==> src/design/ipf_pkg.sv <==
// Package with the shared widths, sequencer states and divider handshake types.
package ipf_pkg;

  // Width of the value being factored.
  localparam int VALUE_BITS = 32;
  // Bits of the divider step counter.
  localparam int STEP_BITS = $clog2(VALUE_BITS);
  // Index of the last divider step.
  localparam logic [STEP_BITS-1:0] LAST_STEP = STEP_BITS'(VALUE_BITS - 1);

  // Sequencer states.
  typedef enum logic [2:0] {
    S_IDLE,
    S_TWOS,
    S_DIV_START,
    S_DIV_WAIT,
    S_EMIT
  } state_t;

  // Request to the shared divider.
  typedef struct packed {
    logic                  start;
    logic [VALUE_BITS-1:0] dividend;
    logic [VALUE_BITS-1:0] divisor;
  } div_req_t;

  // Response of the shared divider.
  typedef struct packed {
    logic                  done;
    logic [VALUE_BITS-1:0] quotient;
    logic [VALUE_BITS-1:0] remainder;
  } div_rsp_t;

endpackage

==> src/design/ipf_divider.sv <==
// Restoring divider that produces one quotient bit per cycle.
module ipf_divider import ipf_pkg::*; (
  input  logic     clk,
  input  logic     rst_n,
  input  div_req_t req,
  output div_rsp_t rsp
);

  logic                  busy_r, busy_nxt;
  logic                  done_r, done_nxt;
  logic [STEP_BITS-1:0]  step_r, step_nxt;
  logic [VALUE_BITS-1:0] rem_r, rem_nxt;
  logic [VALUE_BITS-1:0] quo_r, quo_nxt;
  logic [VALUE_BITS-1:0] dvs_r, dvs_nxt;
  logic [VALUE_BITS:0]   acc;
  logic [VALUE_BITS:0]   diff;

  // One shift and trial subtract per cycle.
  assign acc  = {rem_r, quo_r[VALUE_BITS-1]};
  assign diff = acc - {1'b0, dvs_r};

  always_comb begin
    busy_nxt = busy_r;
    done_nxt = 1'b0;
    step_nxt = step_r;
    rem_nxt  = rem_r;
    quo_nxt  = quo_r;
    dvs_nxt  = dvs_r;
    if (req.start && !busy_r) begin
      busy_nxt = 1'b1;
      step_nxt = '0;
      rem_nxt  = '0;
      quo_nxt  = req.dividend;
      dvs_nxt  = req.divisor;
    end else if (busy_r) begin
      if (diff[VALUE_BITS]) begin
        rem_nxt = acc[VALUE_BITS-1:0];
        quo_nxt = {quo_r[VALUE_BITS-2:0], 1'b0};
      end else begin
        rem_nxt = diff[VALUE_BITS-1:0];
        quo_nxt = {quo_r[VALUE_BITS-2:0], 1'b1};
      end
      step_nxt = step_r + STEP_BITS'(1);
      if (step_r == LAST_STEP) begin
        busy_nxt = 1'b0;
        done_nxt = 1'b1;
      end
    end
  end

  // Control state is reset; the datapath is not.
  always_ff @(posedge clk) begin
    if (!rst_n) begin
      busy_r <= 1'b0;
      done_r <= 1'b0;
    end else begin
      busy_r <= busy_nxt;
      done_r <= done_nxt;
    end
    step_r <= step_nxt;
    rem_r  <= rem_nxt;
    quo_r  <= quo_nxt;
    dvs_r  <= dvs_nxt;
  end

  assign rsp.done      = done_r;
  assign rsp.quotient  = quo_r;
  assign rsp.remainder = rem_r;

endmodule

==> src/design/integer_prime_factorizer_unit.sv <==
// Top level: trial division sequencer around a shared iterative divider.
//
//   channel  direction  ports                              handshake
//   in       input      in_value                           in_valid / in_stall
//   out      output     out_prime_factor, out_last         out_valid / out_stall
//
// A value of 0 or 1 is accepted and then loaded; each factor of two is shifted out and
// then loaded. A trial division starts the divider, runs its 32 divider steps and is
// evaluated; a factor found adds a load step.
// A 32-bit value needs up to about 32768 trial divisions.
// in_stall is high from the accepted transfer until the last factor is loaded.
// Results wait in an output register while out_stall is high; the sequencer
// holds before loading the next one. Reset is synchronous and active low.
module integer_prime_factorizer_unit import ipf_pkg::*; (
  input  logic                  clk,
  input  logic                  rst_n,
  input  logic                  in_valid,
  output logic                  in_stall,
  input  logic [VALUE_BITS-1:0] in_value,
  output logic                  out_valid,
  input  logic                  out_stall,
  output logic [VALUE_BITS-1:0] out_prime_factor,
  output logic                  out_last
);

  state_t                state_r, state_nxt;
  state_t                ret_r, ret_nxt;
  logic [VALUE_BITS-1:0] rem_r, rem_nxt;
  logic [VALUE_BITS-1:0] div_r, div_nxt;
  logic                  inner_r, inner_nxt;
  logic [VALUE_BITS-1:0] fac_r, fac_nxt;
  logic                  fac_last_r, fac_last_nxt;
  logic                  out_valid_r, out_valid_nxt;
  logic [VALUE_BITS-1:0] out_factor_r, out_factor_nxt;
  logic                  out_last_r, out_last_nxt;
  div_req_t              req;
  div_rsp_t              rsp;
  logic                  in_take;
  logic                  emit_go;
  logic                  small_in;
  logic                  bound_fail;
  logic                  divisible;
  logic                  quo_one;
  logic                  half_one;

  ipf_divider u_div (
    .clk   (clk),
    .rst_n (rst_n),
    .req   (req),
    .rsp   (rsp)
  );

  // Shared decisions of the sequencer.
  assign in_take    = in_valid && (state_r == S_IDLE);
  assign emit_go    = (state_r == S_EMIT) && (!out_valid_r || !out_stall);
  assign small_in   = (in_value[VALUE_BITS-1:1] == '0);
  assign bound_fail = !inner_r && (div_r > rsp.quotient);
  assign divisible  = (rsp.remainder == '0);
  assign quo_one    = (rsp.quotient == VALUE_BITS'(1));
  assign half_one   = (rem_r[VALUE_BITS-1:1] == (VALUE_BITS-1)'(1));

  // Next state.
  always_comb begin
    state_nxt = state_r;
    case (state_r)
      S_IDLE: begin
        if (in_valid) state_nxt = small_in ? S_EMIT : S_TWOS;
      end
      S_TWOS: begin
        state_nxt = rem_r[0] ? S_DIV_START : S_EMIT;
      end
      S_DIV_START: begin
        state_nxt = S_DIV_WAIT;
      end
      S_DIV_WAIT: begin
        if (rsp.done) begin
          if (bound_fail) begin
            state_nxt = (rem_r > VALUE_BITS'(1)) ? S_EMIT : S_IDLE;
          end else if (divisible) begin
            state_nxt = S_EMIT;
          end else begin
            state_nxt = S_DIV_START;
          end
        end
      end
      S_EMIT: begin
        if (emit_go) state_nxt = ret_r;
      end
      default: state_nxt = S_IDLE;
    endcase
  end

  // Datapath and output register updates.
  always_comb begin
    ret_nxt        = ret_r;
    rem_nxt        = rem_r;
    div_nxt        = div_r;
    inner_nxt      = inner_r;
    fac_nxt        = fac_r;
    fac_last_nxt   = fac_last_r;
    out_factor_nxt = out_factor_r;
    out_last_nxt   = out_last_r;
    out_valid_nxt  = out_valid_r && out_stall;
    req.start      = 1'b0;
    req.dividend   = rem_r;
    req.divisor    = div_r;
    case (state_r)
      S_IDLE: begin
        if (in_take) begin
          rem_nxt      = in_value;
          fac_nxt      = in_value;
          fac_last_nxt = 1'b1;
          ret_nxt      = S_IDLE;
        end
      end
      S_TWOS: begin
        if (rem_r[0]) begin
          div_nxt   = VALUE_BITS'(3);
          inner_nxt = 1'b0;
        end else begin
          rem_nxt      = {1'b0, rem_r[VALUE_BITS-1:1]};
          fac_nxt      = VALUE_BITS'(2);
          fac_last_nxt = half_one;
          ret_nxt      = half_one ? S_IDLE : S_TWOS;
        end
      end
      S_DIV_START: begin
        req.start = 1'b1;
      end
      S_DIV_WAIT: begin
        if (rsp.done) begin
          if (bound_fail) begin
            fac_nxt      = rem_r;
            fac_last_nxt = 1'b1;
            ret_nxt      = S_IDLE;
          end else if (divisible) begin
            rem_nxt      = rsp.quotient;
            inner_nxt    = 1'b1;
            fac_nxt      = div_r;
            fac_last_nxt = quo_one;
            ret_nxt      = quo_one ? S_IDLE : S_DIV_START;
          end else begin
            div_nxt   = div_r + VALUE_BITS'(2);
            inner_nxt = 1'b0;
          end
        end
      end
      S_EMIT: begin
        if (emit_go) begin
          out_valid_nxt  = 1'b1;
          out_factor_nxt = fac_r;
          out_last_nxt   = fac_last_r;
        end
      end
      default: begin
        ret_nxt = S_IDLE;
      end
    endcase
  end

  // Registers: control state is reset, payload is not.
  always_ff @(posedge clk) begin
    if (!rst_n) begin
      state_r     <= S_IDLE;
      ret_r       <= S_IDLE;
      out_valid_r <= 1'b0;
    end else begin
      state_r     <= state_nxt;
      ret_r       <= ret_nxt;
      out_valid_r <= out_valid_nxt;
    end
    rem_r        <= rem_nxt;
    div_r        <= div_nxt;
    inner_r      <= inner_nxt;
    fac_r        <= fac_nxt;
    fac_last_r   <= fac_last_nxt;
    out_factor_r <= out_factor_nxt;
    out_last_r   <= out_last_nxt;
  end

  assign in_stall         = (state_r != S_IDLE);
  assign out_valid        = out_valid_r;
  assign out_prime_factor = out_factor_r;
  assign out_last         = out_last_r;

`ifndef SYNTHESIS
  // The divider only finishes while the sequencer waits for it.
  a_done_in_wait: assert property (@(posedge clk) disable iff (!rst_n)
    rsp.done |-> (state_r == S_DIV_WAIT))
    else $error("divider finished outside the wait state");

  // A factor below two can only be the echo of a zero or one input.
  a_small_is_last: assert property (@(posedge clk) disable iff (!rst_n)
    (out_valid && (out_prime_factor[VALUE_BITS-1:1] == '0)) |-> out_last)
    else $error("factor below two without last flag");

  // An accepted input transfer always starts work.
  a_take_busy: assert property (@(posedge clk) disable iff (!rst_n)
    (in_valid && !in_stall) |=> (state_r != S_IDLE))
    else $error("accepted input did not start the sequencer");
`endif

endmodule
==> config.mk <==
export PLATFORM = sky130hd
export DESIGN_NAME = integer_prime_factorizer_unit
export DESIGN_NICKNAME = d
export VERILOG_FILES = /design/src/design/ipf_pkg.sv /design/src/design/ipf_divider.sv /design/src/design/integer_prime_factorizer_unit.sv
export SDC_FILE = /design/constraint.sdc
export NUM_CORES = 1
export LEC_CHECK = 0
export ABC_AREA = 1
export BUFFER_PORTS_ARGS = -buffer_cell sky130_fd_sc_hd__clkbuf_2
export CAP_MARGIN = 5
export CORE_MARGIN = 2
export CORE_UTILIZATION = 58
export CTS_BUF_LIST = sky130_fd_sc_hd__clkbuf_8
export CTS_CLUSTER_DIAMETER = 50
export DETAILED_ROUTE_END_ITERATION = 7
export PLACE_DENSITY = 0.77
export SLEW_MARGIN = 20
export SYNTH_ARGS = -nofsm -noshare
export SYNTH_HDL_FRONTEND = slang
export SYNTH_SLANG_ARGS = --single-unit
==> constraint.sdc <==
create_clock -name clk -period 5.1 [get_ports clk]
set_input_delay 0.255 -clock clk [delete_from_list [all_inputs] [get_ports clk]]
set_output_delay 0.255 -clock clk [all_outputs]
set_load 0.03 [all_outputs]
==> impl_metrics.csv, run 1 <==
group,metric,value,unit
status,status,"finished, final reports clean",
drt,post_drt_wl_per_cell,19.1,um
power_and_ir_drop,power_density,473,nW/um2
power_and_ir_drop,leakage,6.62,nW
global_routing,grt_pass1_wl,59200,um
drt,dr.first_iter.drc_count,1279,
synthesis,synth_edf_count,193,
global_routing,grt_overflow,0,
critical_path,worstRegToRegCells,10,
worst_hold_path,hold_end,"fac_r[1]",
critical_path,critPathTopFamily,"simple AND/OR/NAND/NOR gates",
final_layout,nNetsFinal,1730,
synthesis,synth-seq-cells,238,
final_layout,multi_input_area,5820,um2
synthesis,synthArstFlopShare,0,
critical_path,startpoint,"state_r[0]",
critical_path,reg2reg_from,"state_r[0]",
sta,hold_violations,0,
global_routing,antenna_found_initial,0,
critical_path,cp.required,5350,ps
clock_tree,tritoncts,"yes",
floorplanning,dieHeight,157,um
sta,fin_crit_sh,0.708,
synthesis,synth_most_common_cell,"nand2_1",
sta,tns,0,ps
clock_tree,post_cts_buffers,0,
critical_path,setup.worst_path.class,"reg -> reg",
critical_path,worst_setup_path_start_kind,"flip-flop",
global_routing,grt_start_max_net_pins,66,
worst_hold_path,min_path_cells,3,
critical_path,max_stage_delay,650,ps
synthesis,synth.largest_area_cell,"edfxtp_1",
critical_path,crit_path_top_delay_cell,"nor2_2",
critical_path,r2r-end,"rem_r[16]",
synthesis,yosys_warnings,0,
critical_path,regToRegSetupSlack,1490,ps
critical_path,path_buf_inv,5,
placed_design,place_congestion,0.986,
sta,setup_viol,0,
critical_path,path_cells,"inv_1 > nor2_1 > inv_2 > nor2_2 > inv_2 > nor2_1 > inv_1 > nand4_1 > nor2_2 > buf_4",
sta,drv_slew,0,
clock_tree,post_cts_resized,0,
critical_path,end_kind,"flip-flop",
sta,rsz0062_at_grt,"false",
drt,dr.pass1.iters,6,
clock_tree,worst_skew_pair.late_latency,570,ps
clock_tree,cts.reportedPaths.clkPinSlew,60,ps
worst_hold_path,min-delay-start,"in_value[1]",
drt,antenna_left,0,
sta,fin_skew,50.7,ps
clock_tree,cts_made_buffers,42,
global_routing,grt.total_usage,0.312,
critical_path,cp_max_fo,56,
clock_tree,htreeDepth,2,
floorplanning,dieArea,24600,um2
clock_tree,cts_sinks,238,
synthesis,synth.area.top_cells,"edfxtp_1 (43%), nand2_1 (10%), dfxtp_1 (6.7%), ha_1 (6.0%), inv_1 (5.9%)",
global_routing,grt_pass1_vias,10900,
synthesis,synth_seq_area_share,0.495,
final_layout,layout-drive-gt1-share,0.117,
drt,wl,37700,um
placed_design,io_buffers,70,
synthesis,syn_area_per_cell,8.76,um2
power_and_ir_drop,peakVddDrop,339,uV
placed_design,placed_cells,1894,
clock_tree,cts_hold_buf,2,
floorplanning,start_util,0.594,
sta,setup_slack,1490,ps
sta,fmaxAchievable,0.277,GHz
flow_run,maxCapViolations,0,
final_layout,finalNonFillerCells,1974,
clock_tree,clock_path_buffers,3,
final_layout,seqCellArea,6700,um2
floorplanning,io_pins,71,
floorplanning,rows,55,
drt,avgViaCountPerCell,5.81,
sta,worstMarginPinSlew,1120,ps
placed_design,dp_hpwl,28100,um
clock_tree,root_buffer,"clkbuf_8",
final_layout,syn_to_final_growth,11.3,%
synthesis,synth_top_area_share,0.429,
drt,dr_total_vias,11500,
sta,relSlewSlack,0.252,
synthesis,synth_top_cells_by_count,"nand2_1 (371), inv_1 (213), edfxtp_1 (193)",
synthesis,syn-num-nets,1645,
synthesis,netlist_area,13500,um2
floorplanning,coreArea,22800,um2
drt,drc,0,
synthesis,yosysUniqueCellTypes,46,
synthesis,syn-instance-count,1543,
final_layout,fillers,1909,
sta,layout_min_cycle_time,3610,ps
placed_design,post-place-ws,1630,ps
critical_path,worstPathArrival,3860,ps
synthesis,ys.flop_type,"edfxtp_1",
worst_hold_path,holdCritPathClass,"in -> reg",
final_layout,diodes,0,
floorplanning,die_x,157,um
cell families (layout without fill, tap and decap cells):
logic type,Yosys count,after routing,share of synthesized area
AOI/OAI and AO/OA,240,240,0.110
xor gates and xnor gates,23,23,0.0149
adders and majority gates,66,66,0.0616
buffers and inverters,261,379,0.0776
DFF,238,238,0.495
and+or+nand+nor,715,715,0.241
per-layer routing:
| layer | track usage | part of all wire | vias up |
|---|---|---|---|
| li1 | - | - | 5502 |
| met1 | 0.453 | 0.44 | 5378 |
| met2 | 0.472 | 0.45 | 499 |
| met3 | 0.0548 | 0.084 | 81 |
| met4 | 0.111 | 0.030 | 0 |
| met5 | 0 | 0 | - |
worst reg2reg max path: cells and delay by family (launching register included):
kind / cells / cell delay [ps]
and+or+nand+nor: 5 / 1560
DFF: 1 / 360
buffers and inverters: 5 / 1350
final cells by class:
class | count | share of cell area
Sequential cell | 238 | 0.445
Clock inverter | 32 | 0.0154
Inverter | 221 | 0.0551
Clock buffer | 45 | 0.0411
Timing Repair Buffer | 81 | 0.0312
Tap cell | 313 | 0.0260
Multi-Input combinational cell | 1044 | 0.386
flip-flops by register name, summed over array words and instances, names as in the netlist, 5 cells and up:
name / flops
div_r: 31
fac_r: 32
out_prime_factor: 32
rem_r: 32
u_div.dvs_r: 31
u_div.quo_r: 32
u_div.rem_r: 32
u_div.step_r: 5
where the power goes:
part	total [mW]	switching, mW	internal [mW]
registers	3.23	0.334	2.90
logic	2.08	1.53	0.553
clock network	1.81	0.827	0.978
total	7.12	2.69	4.43
how the worst max path moves through the flow:
stage	to	slack (ps)	cells past startpoint
2_1_floorplan	fac_last_r	1220	11
3_3_place_gp	rem_r[27]	1720	10
3_5_place_dp	rem_r[24]	1630	10
4_1_cts	rem_r[16]	1570	10
5_1_grt	rem_r[16]	1230	10
6_report	rem_r[16]	1490	10
per-stage QoR:
stage	hold WS (ps)	power [mW]	util	area [um2]
final	38.4	7.12	0.661	15100
after global routing	60.2	7.50	0.661	15100
after CTS	23.1	7.08	0.660	15000
after detailed placement	405	5.28	0.622	14200
after global placement	401	5.23	0.622	14200
after floorplan	375	4.55	-	13500
placed cells by master (no fill, tap or decap), types with 3 or more instances in the layout:
cell type | netlist | layout
a21o_1 | 7 | 7
a21oi_1 | 74 | 73
a21oi_2 | 3 | 3
a31oi_1 | 3 | 3
buf_4 | 3 | 7
bufinv_16 | 0 | 3
clkbuf_2 | 0 | 70
clkbuf_8 | 0 | 45
clkinv_1 | 2 | 11
clkinv_2 | 0 | 6
dfxtp_1 | 45 | 45
edfxtp_1 | 193 | 193
ha_1 | 65 | 65
inv_1 | 213 | 221
inv_2 | 6 | 7
nand2_1 | 371 | 371
nand2_2 | 11 | 11
nand2_4 | 3 | 3
nand3_1 | 81 | 81
nand3_2 | 12 | 12
nand3b_1 | 18 | 18
nand3b_2 | 3 | 3
nand4_1 | 38 | 38
nor2_1 | 115 | 112
nor2_2 | 6 | 8
nor3_1 | 25 | 25
nor3_2 | 3 | 3
nor3b_1 | 5 | 5
nor4_1 | 21 | 20
o211ai_1 | 12 | 12
o21a_1 | 6 | 6
o21ai_0 | 70 | 70
o21ai_1 | 9 | 9
o221ai_1 | 51 | 51
xnor2_1 | 15 | 15
xor2_1 | 8 | 8
No activity file was read; power rests on OpenSTA's default activity.
==> run 2: changes to the inputs <==
- CORE_UTILIZATION: 58 -> 60
- PLACE_DENSITY: 0.77 -> 0.76
- clock period: 5.1 -> 3.6 ns (I/O delays scaled with it)
==> impl_metrics.csv, run 2 (synthesis results as in run 1) <==
group,metric,value,unit
status,status,"finished, final reports clean",
drt,drc,0,
sta,hold_violations,0,
floorplanning,start_util,0.616,
clock_tree,post_cts_buffers,0,
floorplanning,coreArea,22000,um2
sta,setup_viol,0,
critical_path,critPathTopFamily,"simple AND/OR/NAND/NOR gates",
clock_tree,tritoncts,"yes",
critical_path,worstPathArrival,3070,ps
placed_design,io_buffers,70,
power_and_ir_drop,power.total,9.91,mW
drt,dr_total_vias,11500,
drt,dr.pass1.iters,6,
critical_path,path_cells,"inv_1 > ha_1 > nand2_1 > nor2_1 > nand4_1 > nor2_1 > nand2_1 > nand2_1 > nand2_1 > nand2_1 > nand2_1 > nor4_4 > buf_4",
power_and_ir_drop,leakage,6.63,nW
critical_path,path_buf_inv,2,
sta,layout_min_cycle_time,2900,ps
drt,wl,38900,um
clock_tree,cts_made_buffers,40,
placed_design,placed_cells,1869,
sta,tns,0,ps
final_layout,fin_area,15000,um2
critical_path,startpoint,"u_div.quo_r[31]",
flow_run,maxCapViolations,0,
critical_path,cp_max_fo,33,
global_routing,grt.total_usage,0.330,
critical_path,end_kind,"flip-flop",
sta,drv_slew,0,
final_layout,diodes,0,
power_and_ir_drop,power_density,661,nW/um2
critical_path,regToRegSetupSlack,700,ps
critical_path,cp.required,3780,ps
clock_tree,worst_skew_pair.late_latency,530,ps
final_layout,mostFrequentLayoutCell,"nand2_1",
sta,relSlewSlack,0.498,
global_routing,antenna_found_initial,0,
drt,post_drt_wl_per_cell,20.0,um
floorplanning,rows,54,
critical_path,worst_path_most_repeated_cell,"nand2_1",
global_routing,grt_pass1_vias,11200,
floorplanning,dieHeight,154,um
sta,rsz0062_at_grt,"false",
critical_path,setup.worst_path.class,"reg -> reg",
placed_design,place_area,14200,um2
final_layout,layout-drive-gt1-share,0.119,
drt,antenna_left,0,
clock_tree,cts_sinks,238,
sta,fin_crit_sh,0.805,
floorplanning,die_x,154,um
clock_tree,root_buffer,"clkbuf_8",
final_layout,fillers,1802,
worst_hold_path,holdCritPathClass,"in -> reg",
critical_path,worst_setup_path_start_kind,"flip-flop",
critical_path,crit_path_top_delay_cell,"edfxtp_1",
clock_tree,clock_path_buffers,3,
critical_path,reg2reg_from,"u_div.quo_r[31]",
final_layout,nNetsFinal,1738,
power_and_ir_drop,peakVddDrop,462,uV
clock_tree,htreeDepth,2,
floorplanning,dieArea,23800,um2
critical_path,r2r-end,"fac_r[25]",
global_routing,grt_overflow,0,
global_routing,grt_start_max_net_pins,53,
sta,fmaxAchievable,0.345,GHz
clock_tree,cts.reportedPaths.clkPinSlew,70,ps
placed_design,dp_hpwl,29500,um
critical_path,max_stage_delay,480,ps
critical_path,crit_end,"fac_r[25]",
critical_path,worstRegToRegCells,13,
sta,fin_skew,21.6,ps
final_layout,finalNonFillerCells,1947,
drt,avgViaCountPerCell,5.93,
final_layout,final_cell_mix,"nand2_1 (371), inv_1 (221), edfxtp_1 (193), nor2_1 (112), nand3_1 (81)",
global_routing,grt_pass1_wl,61000,um
final_layout,syn_to_final_growth,10.9,%
floorplanning,io_pins,71,
sta,worstMarginPinSlew,745,ps
placed_design,place_congestion,0.949,
critical_path,cp.depth,13,
drt,dr.first_iter.drc_count,1361,
run 2: changes by cell type in the layout (fill, tap and decap cells not counted), sizes merged:
cell / delta
buf: +8
inv: -1
dlygate4sd3: +2
clkinvlp: -1
bufinv: -2
run 2: how the worst min path moves through the flow:
| stage | startpoint | to | cells past startpoint |
|---|---|---|---|
| 6_report | in_value[7] | rem_r[7] | 3 |
| 5_1_grt | in_value[16] | rem_r[16] | 3 |
| 4_1_cts | in_value[7] | rem_r[7] | 3 |
| 3_5_place_dp | fac_r[21] | out_prime_factor[21] | 0 |
| 3_3_place_gp | fac_r[21] | out_prime_factor[21] | 0 |
| 2_1_floorplan | rst_n | ret_r[0] | 2 |
run 2: power breakdown:
| part | switching, mW | internal, mW | leakage, nW |
|---|---|---|---|
| Sequential | 0.477 | 4.11 | 2.19 |
| Clock | 1.09 | 1.23 | 0.431 |
| Combinational | 2.21 | 0.798 | 4.02 |
| Total | 3.78 | 6.13 | 6.63 |
run 2: tightest hold or removal path, cell delays in order:
cell	delay, ps
clkbuf_2	110
nand2_1	70
o221ai_1	70
run 2: what timing repair did:
action                    in CTS  in global routing
resized for setup              0                  0
hold endpoints to repair       6                  0
hold buffers                   4                  0
run 2: final cells by class:
cell class	count	area, um2	area share
clock inverters	28	154	0.0103
well taps	280	350	0.0233
repair buffers	91	538	0.0359
flip-flops and latches	238	6700	0.446
multi-input cells	1044	5820	0.388
inverters	221	830	0.0553
clock buffers	45	619	0.0413
run 2: through the flow:
step | setup WS [ps] | hold slack, ps | util
after detailed placement | 735 | 405 | 0.645
after global routing | 405 | 22.7 | 0.683
after global placement | 798 | 402 | 0.645
final | 701 | 19.6 | 0.683
after CTS | 736 | 1.27 | 0.682
after floorplan | 91.7 | 300 | -
run 2: per-layer routing:
metal | track usage | up-vias | wire length [um]
li1 | - | 5507 | -
met3 | 0.0744 | 79 | 3580
met2 | 0.495 | 524 | 17300
met5 | 0 | - | 0
met1 | 0.479 | 5430 | 17000
met4 | 0.103 | 0 | 1010
